[config.mk]
export PLATFORM = sky130hd
export DESIGN_NAME = direction_chosen_array_sort_top
export DESIGN_NICKNAME = d
export VERILOG_FILES = /design/src/dcas_pkg.sv /design/src/direction_chosen_array_sort_top.sv /design/src/dcas_front.sv /design/src/dcas_queue.sv /design/src/dcas_back.sv
export SDC_FILE = /design/constraint.sdc
export NUM_CORES = 1
export LEC_CHECK = 0
export ABC_AREA = 1
export BUFFER_PORTS_ARGS = -buffer_cell sky130_fd_sc_hd__buf_2
export CORE_MARGIN = 2
export CORE_UTILIZATION = 58
export CTS_CLUSTER_DIAMETER = 60
export DETAILED_ROUTE_END_ITERATION = 10
export GPL_TIMING_DRIVEN = 0
export HOLD_SLACK_MARGIN = 0.1
export PLACE_DENSITY = 0.78
export RECOVER_POWER = 25
export SETUP_SLACK_MARGIN = 0.05
export SLEW_MARGIN = 10
export SYNTH_ARGS = -nofsm -noshare
export SYNTH_HDL_FRONTEND = slang
export SYNTH_SLANG_ARGS = --single-unit
[constraint.sdc]
create_clock -name clk -period 4.5 [get_ports clk]
set_clock_uncertainty 0.1 [all_clocks]
set_input_delay 0 -clock clk [delete_from_list [all_inputs] [get_ports clk]]
set_output_delay 0 -clock clk [all_outputs]
set_load 0.01 [all_outputs]
[src/dcas_pkg.sv]
`timescale 1ns / 1ps
// ----------------------------------------------------------------------------
// dcas_pkg
// Shared types for the direction-chosen array sort block.
// ----------------------------------------------------------------------------
package dcas_pkg;

    localparam int unsigned VALUE_W = 32;
    localparam int unsigned QUEUE_DEPTH = 2;

    // One classified item passed from the front to the back
    typedef struct packed {
        logic signed [VALUE_W-1:0] value;
        logic                      store_en;
        logic                      last;
        logic                      descending;
        logic                      dropped;
    } entry_t;

endpackage

[src/direction_chosen_array_sort_top.sv]
`timescale 1ns / 1ps
// ----------------------------------------------------------------------------
// direction_chosen_array_sort_top
// Loads a block of signed values, then emits them sorted, descending when the
// first maximum follows the first minimum and ascending otherwise.
// ----------------------------------------------------------------------------
//  channel  | handshake       | payload
//  ---------+-----------------+-----------------------------------------------
//  input    | start, busy     | value, last
//  result   | done (strobe)   | sorted_value, last_res, descending, dropped
//
//  An item is taken when start is high and busy is low; a two-entry queue
//  sits between the front and the sorting row, and busy is high while that
//  queue is full. After the last item of a block, ascending results follow
//  at one per cycle; descending results first wait while the sorting row
//  shifts its largest value to the top, then follow at one per cycle.
//  Reset clears all control state; stored values need none.
//  Results cannot be held off: each stands on the ports for one cycle.
// ----------------------------------------------------------------------------
module direction_chosen_array_sort_top #(
    parameter int unsigned CAPACITY = 8
) (
    input  logic                                  clk,
    input  logic                                  rst_n,
    input  logic                                  start,
    output logic                                  busy,
    input  logic signed [dcas_pkg::VALUE_W-1:0]   value,
    input  logic                                  last,
    output logic                                  done,
    output logic signed [dcas_pkg::VALUE_W-1:0]   sorted_value,
    output logic                                  last_res,
    output logic                                  descending,
    output logic                                  dropped
);

    dcas_pkg::entry_t  push_entry;
    dcas_pkg::entry_t  pop_entry;
    logic              accept;
    logic              pop;
    logic              full;
    logic              empty;

    assign busy   = full;
    assign accept = start && !busy;

    dcas_front #(
        .CAPACITY (CAPACITY)
    ) u_front (
        .clk    (clk),
        .rst_n  (rst_n),
        .accept (accept),
        .value  (value),
        .last   (last),
        .entry  (push_entry)
    );

    dcas_queue u_queue (
        .clk        (clk),
        .rst_n      (rst_n),
        .push       (accept),
        .push_entry (push_entry),
        .pop        (pop),
        .pop_entry  (pop_entry),
        .full       (full),
        .empty      (empty)
    );

    dcas_back #(
        .CAPACITY (CAPACITY)
    ) u_back (
        .clk          (clk),
        .rst_n        (rst_n),
        .empty        (empty),
        .entry        (pop_entry),
        .pop          (pop),
        .done         (done),
        .sorted_value (sorted_value),
        .last_res     (last_res),
        .descending   (descending),
        .dropped      (dropped)
    );

`ifndef SYNTHESIS
    a_gap_after_run: assert property (@(posedge clk) disable iff (!rst_n)
        done && last_res |=> !done)
        else $error("result strobe directly after end of run");

    a_run_unbroken: assert property (@(posedge clk) disable iff (!rst_n)
        done && !last_res |=> done)
        else $error("run of results broken before its last item");

    a_run_flags_hold: assert property (@(posedge clk) disable iff (!rst_n)
        done && !last_res |=> descending == $past(descending) && dropped == $past(dropped))
        else $error("order or drop flag changed within a run");
`endif

endmodule

[src/dcas_front.sv]
`timescale 1ns / 1ps
// ----------------------------------------------------------------------------
// dcas_front
// Accepts items, tracks fill level, first maximum and first minimum positions
// and overflow, and classifies each item for the back end.
// ----------------------------------------------------------------------------
module dcas_front #(
    parameter int unsigned CAPACITY = 8
) (
    input  logic                                  clk,
    input  logic                                  rst_n,
    input  logic                                  accept,
    input  logic signed [dcas_pkg::VALUE_W-1:0]   value,
    input  logic                                  last,
    output dcas_pkg::entry_t                      entry
);

    localparam int unsigned CW = $clog2(CAPACITY + 1);
    localparam int unsigned PW = $clog2(CAPACITY);

    logic [CW-1:0]                        count_reg, count_next;
    logic [PW-1:0]                        max_pos_reg, max_pos_next;
    logic [PW-1:0]                        min_pos_reg, min_pos_next;
    logic signed [dcas_pkg::VALUE_W-1:0]  max_seen_reg, max_seen_next;
    logic signed [dcas_pkg::VALUE_W-1:0]  min_seen_reg, min_seen_next;
    logic                                 overflow_reg, overflow_next;
    logic                                 store_en;
    logic [PW-1:0]                        pos;

    always_comb
    begin
        store_en      = (count_reg < CW'(CAPACITY));
        pos           = count_reg[PW-1:0];
        count_next    = count_reg;
        max_pos_next  = max_pos_reg;
        min_pos_next  = min_pos_reg;
        max_seen_next = max_seen_reg;
        min_seen_next = min_seen_reg;
        overflow_next = overflow_reg;

        if (store_en)
        begin
            count_next = count_reg + CW'(1);
            if (count_reg == '0)
            begin
                max_seen_next = value;
                min_seen_next = value;
                max_pos_next  = '0;
                min_pos_next  = '0;
            end
            else
            begin
                if (value > max_seen_reg)
                begin
                    max_seen_next = value;
                    max_pos_next  = pos;
                end
                if (value < min_seen_reg)
                begin
                    min_seen_next = value;
                    min_pos_next  = pos;
                end
            end
        end
        else
        begin
            overflow_next = 1'b1;
        end

        entry.value      = value;
        entry.store_en   = store_en;
        entry.last       = last;
        entry.descending = (max_pos_next > min_pos_next);
        entry.dropped    = overflow_next;

        // clear for the next block
        if (last)
        begin
            count_next    = '0;
            max_pos_next  = '0;
            min_pos_next  = '0;
            overflow_next = 1'b0;
        end
    end

    always_ff @(posedge clk or negedge rst_n)
    begin
        if (!rst_n)
        begin
            count_reg    <= '0;
            max_pos_reg  <= '0;
            min_pos_reg  <= '0;
            overflow_reg <= 1'b0;
        end
        else if (accept)
        begin
            count_reg    <= count_next;
            max_pos_reg  <= max_pos_next;
            min_pos_reg  <= min_pos_next;
            overflow_reg <= overflow_next;
        end
    end

    always_ff @(posedge clk)
    begin
        if (accept)
        begin
            max_seen_reg <= max_seen_next;
            min_seen_reg <= min_seen_next;
        end
    end

endmodule

[src/dcas_queue.sv]
`timescale 1ns / 1ps
// ----------------------------------------------------------------------------
// dcas_queue
// Two-entry queue of classified items between the front and the back.
// ----------------------------------------------------------------------------
module dcas_queue (
    input  logic              clk,
    input  logic              rst_n,
    input  logic              push,
    input  dcas_pkg::entry_t  push_entry,
    input  logic              pop,
    output dcas_pkg::entry_t  pop_entry,
    output logic              full,
    output logic              empty
);

    localparam int unsigned AW = $clog2(dcas_pkg::QUEUE_DEPTH);
    localparam int unsigned NW = $clog2(dcas_pkg::QUEUE_DEPTH + 1);

    dcas_pkg::entry_t  slots_reg [dcas_pkg::QUEUE_DEPTH];
    logic [AW-1:0]     wr_ptr_reg;
    logic [AW-1:0]     rd_ptr_reg;
    logic [NW-1:0]     fill_reg;

    assign full      = (fill_reg == NW'(dcas_pkg::QUEUE_DEPTH));
    assign empty     = (fill_reg == '0);
    assign pop_entry = slots_reg[rd_ptr_reg];

    always_ff @(posedge clk)
    begin
        if (push)
        begin
            slots_reg[wr_ptr_reg] <= push_entry;
        end
    end

    always_ff @(posedge clk or negedge rst_n)
    begin
        if (!rst_n)
        begin
            wr_ptr_reg <= '0;
            rd_ptr_reg <= '0;
            fill_reg   <= '0;
        end
        else
        begin
            if (push)
            begin
                wr_ptr_reg <= wr_ptr_reg + AW'(1);
            end
            if (pop)
            begin
                rd_ptr_reg <= rd_ptr_reg + AW'(1);
            end
            if (push && !pop)
            begin
                fill_reg <= fill_reg + NW'(1);
            end
            else if (pop && !push)
            begin
                fill_reg <= fill_reg - NW'(1);
            end
        end
    end

endmodule

[src/dcas_back.sv]
`timescale 1ns / 1ps
// ----------------------------------------------------------------------------
// dcas_back
// Inserts stored items into a sorted register row and, at block end, shifts
// it out in the chosen order, one per cycle once the first result is ready.
// ----------------------------------------------------------------------------
module dcas_back #(
    parameter int unsigned CAPACITY = 8
) (
    input  logic                                  clk,
    input  logic                                  rst_n,
    input  logic                                  empty,
    input  dcas_pkg::entry_t                      entry,
    output logic                                  pop,
    output logic                                  done,
    output logic signed [dcas_pkg::VALUE_W-1:0]   sorted_value,
    output logic                                  last_res,
    output logic                                  descending,
    output logic                                  dropped
);

    localparam int unsigned CW = $clog2(CAPACITY + 1);

    typedef enum logic [1:0] {
        LOAD,
        EMIT_ASC,
        EMIT_DESC
    } state_t;

    state_t                               state_reg, state_next;
    logic signed [dcas_pkg::VALUE_W-1:0]  row_reg   [CAPACITY];
    logic signed [dcas_pkg::VALUE_W-1:0]  row_next  [CAPACITY];
    logic [CAPACITY-1:0]                  valid_reg, valid_next;
    logic [CW-1:0]                        fill_reg, fill_next;
    logic                                 desc_reg, desc_next;
    logic                                 drop_reg, drop_next;
    logic                                 done_next;
    logic signed [dcas_pkg::VALUE_W-1:0]  value_next;
    logic                                 last_next;
    logic [CAPACITY-1:0]                  gt;

    assign pop = (state_reg == LOAD) && !empty;

    always_comb
    begin
        for (int i = 0; i < CAPACITY; i++)
        begin
            gt[i] = !valid_reg[i] || (row_reg[i] > entry.value);
        end

        state_next = state_reg;
        row_next   = row_reg;
        valid_next = valid_reg;
        fill_next  = fill_reg;
        desc_next  = desc_reg;
        drop_next  = drop_reg;
        done_next  = 1'b0;
        value_next = row_reg[0];
        last_next  = 1'b0;

        case (state_reg)
            LOAD:
            begin
                if (pop)
                begin
                    if (entry.store_en)
                    begin
                        fill_next = fill_reg + CW'(1);
                        for (int i = 0; i < CAPACITY; i++)
                        begin
                            if (gt[i])
                            begin
                                if (i > 0 && gt[(i > 0) ? i - 1 : 0])
                                begin
                                    row_next[i]   = row_reg[(i > 0) ? i - 1 : 0];
                                    valid_next[i] = valid_reg[(i > 0) ? i - 1 : 0];
                                end
                                else
                                begin
                                    row_next[i]   = entry.value;
                                    valid_next[i] = 1'b1;
                                end
                            end
                        end
                    end
                    if (entry.last)
                    begin
                        desc_next  = entry.descending;
                        drop_next  = entry.dropped;
                        state_next = entry.descending ? EMIT_DESC : EMIT_ASC;
                    end
                end
            end
            EMIT_ASC:
            begin
                done_next  = 1'b1;
                value_next = row_reg[0];
                last_next  = (fill_reg == CW'(1));
                fill_next  = fill_reg - CW'(1);
                for (int i = 0; i < CAPACITY - 1; i++)
                begin
                    row_next[i]   = row_reg[i + 1];
                    valid_next[i] = valid_reg[i + 1];
                end
                valid_next[CAPACITY-1] = 1'b0;
                if (fill_reg == CW'(1))
                begin
                    state_next = LOAD;
                end
            end
            EMIT_DESC:
            begin
                // shift up; emit once the largest reaches the top
                for (int i = 1; i < CAPACITY; i++)
                begin
                    row_next[i]   = row_reg[i - 1];
                    valid_next[i] = valid_reg[i - 1];
                end
                valid_next[0] = 1'b0;
                value_next    = row_reg[CAPACITY-1];
                if (valid_reg[CAPACITY-1])
                begin
                    done_next = 1'b1;
                    last_next = (fill_reg == CW'(1));
                    fill_next = fill_reg - CW'(1);
                    if (fill_reg == CW'(1))
                    begin
                        state_next = LOAD;
                    end
                end
            end
            default:
            begin
                state_next = LOAD;
            end
        endcase
    end

    always_ff @(posedge clk or negedge rst_n)
    begin
        if (!rst_n)
        begin
            state_reg <= LOAD;
            valid_reg <= '0;
            fill_reg  <= '0;
            done      <= 1'b0;
        end
        else
        begin
            state_reg <= state_next;
            valid_reg <= valid_next;
            fill_reg  <= fill_next;
            done      <= done_next;
        end
    end

    always_ff @(posedge clk)
    begin
        row_reg      <= row_next;
        desc_reg     <= desc_next;
        drop_reg     <= drop_next;
        sorted_value <= value_next;
        last_res     <= last_next;
        descending   <= desc_reg;
        dropped      <= drop_reg;
    end

endmodule

Word level (Yosys, flattened, before mapping)
Memories as Yosys holds them, arrays and structs flattened.
Cells that the tools add are included.
Cells by class
  add/subtract/negate cells: 7
  order comparisons: 12
  equal/unequal tests: 16
  mux-type cells: 73
  reductions and logical operators: 50
Operators by type and width (count)
  32-bit two-way mux: 20
  192-bit one-hot mux with 3 select lines: 1
  256-bit two-way mux: 2
  32-bit greater-than comparator: 9
  32-bit one-hot mux with 2 select lines: 2
  4-bit AND reduction: 11
  32-bit < comparator: 1
  3-bit two-way mux: 8
  8-bit one-hot mux with 3 select lines: 1
  1-bit two-way mux: 21
  4-bit two-way mux: 5
  2-bit by 1-bit inequality test with 1-bit output (second input constant): 9
  8-bit two-way mux: 2
  2-bit two-way mux: 7
  1-bit logical NOT: 12
  4-bit one-hot mux with 3 select lines: 1
  3-bit AND reduction: 4
  2-bit nonzero test: 6
  4-bit by 1-bit adder with 4-bit output (second input constant): 2
  1-bit logical OR: 8
  2-bit inequality test (second input constant): 3
  2-bit one-hot mux with 3 select lines: 1
  2-bit == test (second input constant): 2
  4-bit by 1-bit == test with 1-bit output (second input constant): 1
  other kinds (13): 19
Storage, ports and cells
  bits in registers: 387
  bits in writable memories: 72
  input port bits: 36
  output and inout port bits: 37
  word-level logic and storage cells: 193
  memories: 1
Memory list
  u_queue.slots_reg: words 2, width 36, read ports 1, clocked after memory_dff 0, wr ports 1, RTL line dcas_queue.sv:20  | dcas_pkg::entry_t slots_reg [dcas_pkg::QUEUE_DEPTH];

Depth between registers and ports, before layout
An unclocked memory read counts as a cell.
  depth in word-level cells: 8
  depth in mapped cells: 23
  gate-level depth less buffers: 22

Modules after synthesis
Synthesis repeated with hierarchy kept, for this count alone.
Unflattened totals
  cells, all modules: 3480
  area, all modules: 30309.1 µm²
Modules (own cells, without submodules)
  dcas_back: times used 1, cells each 2861, area an instance 22669.2 µm², sequential area each 8823.5 µm²
  dcas_front: times used 1, cells each 480, area an instance 4675.7 µm², sequential area each 2197.1 µm²
  dcas_queue: times used 1, cells each 137, area an instance 2954.1 µm², sequential area each 2262.2 µm²
  direction_chosen_array_sort_top: times used 1, cells each 2, area an instance 10.0 µm², sequential area each 0.0 µm²

Worst setup path after synthesis
OpenSTA, ideal clock, no wires.
  path type: reg2reg
  start point: register u_front.max_seen_reg[23] (netlist name)
  end point: register u_front.max_seen_reg[0] (netlist name) (enable)
  setup time: 0.470 ns
  data arrival time: 3.813 ns
  data required time: 3.930 ns
  path slack: 0.117 ns
  cell stages (with the launch flop): 11
  buffers on the path: 0
  period minus slack after synthesis: 4.383 ns
  path through: edfxtp_1 -> inv_1 -> ha_1 -> nand2_1 -> nor2_1 -> nand4_1 -> nor3b_1 -> nand2_1 -> nand3_1 -> nand3_1 -> a21boi_0
Between the ends
  word-level cells in the longest chain between the ends: 3
RTL lines
  from (decl): RTL line dcas_front.sv:24  | logic signed [dcas_pkg::VALUE_W-1:0] max_seen_reg, max_seen_next;
  from (signal assigned): RTL line dcas_front.sv:108  | max_seen_reg <= max_seen_next;
  32-bit greater-than comparator: RTL line dcas_front.sv:53  | if (value > max_seen_reg)
  2-bit nonzero test (no source line)
  3-bit AND reduction (no source line)
No other way between the ends.
A chain may end at the register's enable or synchronous reset.

Final worst setup path
  start point: register u_queue.rd_ptr_reg
  end point: register u_back.row_reg[164] (netlist name) (enable)
Between the ends
  word-level cells in the longest chain between the ends: 5
  elaborated cells between the ends (all ways): 6
  those cells by class: order compare: 1; eq/ne: 2; reduce/logical: 2; memory: 1
RTL lines
  from (decl): RTL line dcas_queue.sv:22  | logic [AW-1:0] rd_ptr_reg;
  from (signal assigned): RTL line dcas_queue.sv:53  | rd_ptr_reg <= rd_ptr_reg + AW'(1);
  memory read 2 x 36 bit (*)
  32-bit greater-than comparator: RTL line dcas_back.sv:48  | gt[i] = !valid_reg[i] || (row_reg[i] > entry.value);
  1-bit logical OR: RTL line dcas_back.sv:48
  2-bit by 1-bit inequality test with 1-bit output (no source line)
  4-bit AND reduction (no source line) (*)
  to (signal assigned): RTL line dcas_back.sv:159  | row_reg <= row_next;
  to (decl): RTL line dcas_back.sv:31  | logic signed [dcas_pkg::VALUE_W-1:0] row_reg [CAPACITY];
Mark *: on every way between the ends. The rest lies on a longest branch, timed or not.

==> flow_summary_export.csv <==
group,metric,value,unit
floorplanning,fp.coreArea,50400,um^2
worst_setup_path,critical_path_class,"reg -> reg",
cells_and_area,fillers,3847,
logic_synthesis,yosys-top-cells-area,"edfxtp_1 40%, ha_1 14%, nand2_1 10%",
placed_design,gp_congestion,0.947,
route,drtIter0Drc,3067,
worst_setup_path,crit_chain,"buf_2 -> buf_4 -> mux2i_2 -> buf_6 -> ha_1 -> nand2_1 -> nor2_1 -> nand3_1 -> nor4_2 -> nand4_1 -> nand3_2 -> nand3_1 -> nand2_1 -> clkinvlp_4 -> buf_12",
status,outcome,"finished with violations",
grt,grt_start_max_net_pins,33,
job,max_cap_viol_count,2,
cts,path_clk_slew,60,ps
sta,timing.final.hold_violations,0,
sta,slew_headroom,-35.3,%
cts,clockBufferDepth,3,
floorplanning,ios,73,
route,drt_drc_violations_left,0,
sta,worst_pin_slew,2030,ps
placed_design,hpwl,62800,um
cells_and_area,layout_common_cells,"793 x nand2_1, 460 x nand3_1, 394 x edfxtp_1",
cells_and_area,fin_nets,3977,
logic_synthesis,ys_seq_area_share,44.8,%
worst_setup_path,crit_path_top_delay_cell,"nand4_1",
cts,clock_latency,610,ps
cells_and_area,largest_register_ff_count,256,
logic_synthesis,netlist_area,29700,um^2
worst_setup_path,startpoint_type,"flop",
status,violations,"max-capacitance violations, max-slew violations",
cells_and_area,layout-drive-gt1-share,8.00,%
logic_synthesis,synth_area_per_cell,8.84,um^2
cts,htree_num_levels,2,
logic_synthesis,synth.distinct_cells,58,
route,post_drt_wl_per_cell,20.2,um
route,routed_via_density,6.01,
logic_synthesis,synth_edf_count,394,
worst_setup_path,reg2reg_from,"u_queue.rd_ptr_reg$_DFFE_PN0P_",
sta,rsz0062_at_grt,"no",
logic_synthesis,synth_flop_cell,"edfxtp_1",
floorplanning,die_y,230,um
logic_synthesis,synth_seq_cells,459,
grt,grt_pass1_wl,135000,um
worst_setup_path,cpPeakStageDelay,380,ps
cells_and_area,seq_area,13300,um^2
worst_setup_path,crit_family,"simple AND/OR/NAND/NOR gates",
sta,slew_violations,63,
worst_setup_path,rrSetupSlack,200,ps
worst_setup_path,critPathMaxFanout,16,
cts,cts_buffers,52,
worst_hold_path,hold_depth,2,
cts,clock-sinks,459,
cells_and_area,final_common_cell,"nand2_1",
worst_setup_path,crit_path_end,"u_back.row_reg[164]$_DFFE_PP_",
grt,antenna_found_initial,1,
logic_synthesis,async_reset_ff_share,6.54,%
logic_synthesis,synthDominantCellAreaShare,39.9,%
floorplanning,die_area,53000,um^2
sta,setup_viol_count_final,0,
cells_and_area,multiInputGateArea,14300,um^2
worst_hold_path,hp-class,"in -> reg",
cells_and_area,areaGrowthSynthToFinish,14.8,%
worst_setup_path,ff2ff_path_depth,15,
sta,post-route-period-util,95.5,%
logic_synthesis,synth_warnings,0,
route,ant_nets,0,
cts,cts_root_buf,"clkbuf_16",
sta,fin_crit,4300,ps
route,drt_pre_antenna_iters,7,
floorplanning,die_w,230,um
worst_setup_path,critPathArrivalTime,4560,ps
worst_setup_path,cp_num_cells,15,
cts,cts_tree,"built",
worst_setup_path,path_buf_inv,5,
grt,grt_usage,32.6,%
worst_setup_path,critPathCaptureType,"flop",
logic_synthesis,syn_inst,3357,
floorplanning,start_util,58.9,%
floorplanning,rows,82,
route,finalWirelength,87300,um
sta,max_freq,233,MHz
grt,grt_pass1_vias,24500,
cells_and_area,n_antenna_cell,0,
sta,setup_tns,0,ps
worst_setup_path,startpoint,"u_queue.rd_ptr_reg$_DFFE_PN0P_",
grt,grt_overflow,0,
worst_setup_path,r2r-end,"u_back.row_reg[164]$_DFFE_PP_",
logic_synthesis,synth_top_cell_by_area,"edfxtp_1",
logic_synthesis,syn-num-nets,3724,
worst_setup_path,crit_required,4760,ps
placed_design,io_buffers,72,
route,vias,26000,
worst min path at each step:
stage	start	to	slack [ps]
floorplan	rst_n	u_back.done$_DFF_PN0_	-400
finish	value[7]	u_front.max_seen_reg[7]$_DFFE_PP_	230
global route	value[26]	u_front.min_seen_reg[26]$_DFFE_PP_	230
global placement	rst_n	u_back.valid_reg[0]$_DFFE_PN0P_	40
CTS	value[7]	u_front.max_seen_reg[7]$_DFFE_PP_	100
detailed placement	rst_n	u_back.valid_reg[0]$_DFFE_PN0P_	50
worst reg2reg max path, delay by kind of cell (launching register included):
family	cells	cell delay, ps
adders and majority gates	1	170
DFF	1	320
muxes	1	340
and+or+nand+nor	8	1840
buffers and inverters	5	1260
routing by layer:
| layer | share of wire (%) | track usage, % | up-vias |
|---|---|---|---|
| met5 | 0 | 0 | - |
| met4 | 4.6 | 14.7 | 0 |
| met3 | 11 | 5.18 | 250 |
| met2 | 46 | 52.9 | 1626 |
| met1 | 38 | 43.3 | 11900 |
| li1 | - | - | 12200 |
cells by family (layout without fill, tap and decap cells):
family / Yosys count / after routing / synth area share (%)
simple gates: 1473 / 1473 / 21.7
buf+inv: 535 / 830 / 7.54
compound gates: 520 / 520 / 10.7
flops: 459 / 459 / 44.8
fa+ha+maj: 331 / 331 / 14.0
mux: 32 / 32 / 1.08
xor+xnor: 7 / 7 / 0.207
area by class of cell:
type | count | area share, %
Multi-Input combinational cell | 2363 | 42.1
Sequential cell | 459 | 39.0
Timing Repair Buffer | 195 | 4.54
Clock buffer | 73 | 4.33
Inverter | 383 | 4.29
Tap cell | 672 | 2.47
Buffer | 152 | 2.37
Clock inverter | 23 | 0.823
Timing Repair inverter | 4 | 0.0882
Yosys cell counts, types with 25 or more instances:
library cell,instances
a22oi_1,193
edfxtp_1,394
mux2i_1,32
dfrtp_1,30
nand2_1,793
nand4_1,29
dfxtp_1,35
buf_2,25
inv_1,379
o21ai_0,132
nor2_1,117
nand2_2,37
ha_1,331
a21oi_1,139
clkbuf_1,84
nand3_1,460
metrics by stage:
stage / utilization, % / hold WS, ps / worst slack, ps / cells / instance area, um^2
global route: 67.6 / 233 / 108 / 4324 / 34100
floorplan: - / -396 / 117 / 3357 / 29700
detailed placement: 62.3 / 47.5 / -1000 / 4132 / 31400
CTS: 67.6 / 103 / 55.7 / 4315 / 34100
finish: 67.6 / 226 / 202 / 4324 / 34100
global placement: 61.3 / 40.2 / -1250 / 4101 / 30900
timing repair:
item	CTS	global route
resized for setup	17	7
cloned	4	0
endpoints found under the hold margin	173	0
hold buffers	68	0
setup buffers	15	9
setup endpoints to repair	388	224
Power is left out: the tool's default activity adds up to more than one toggle a clock period on the data nets, which glitch-free logic cannot reach.
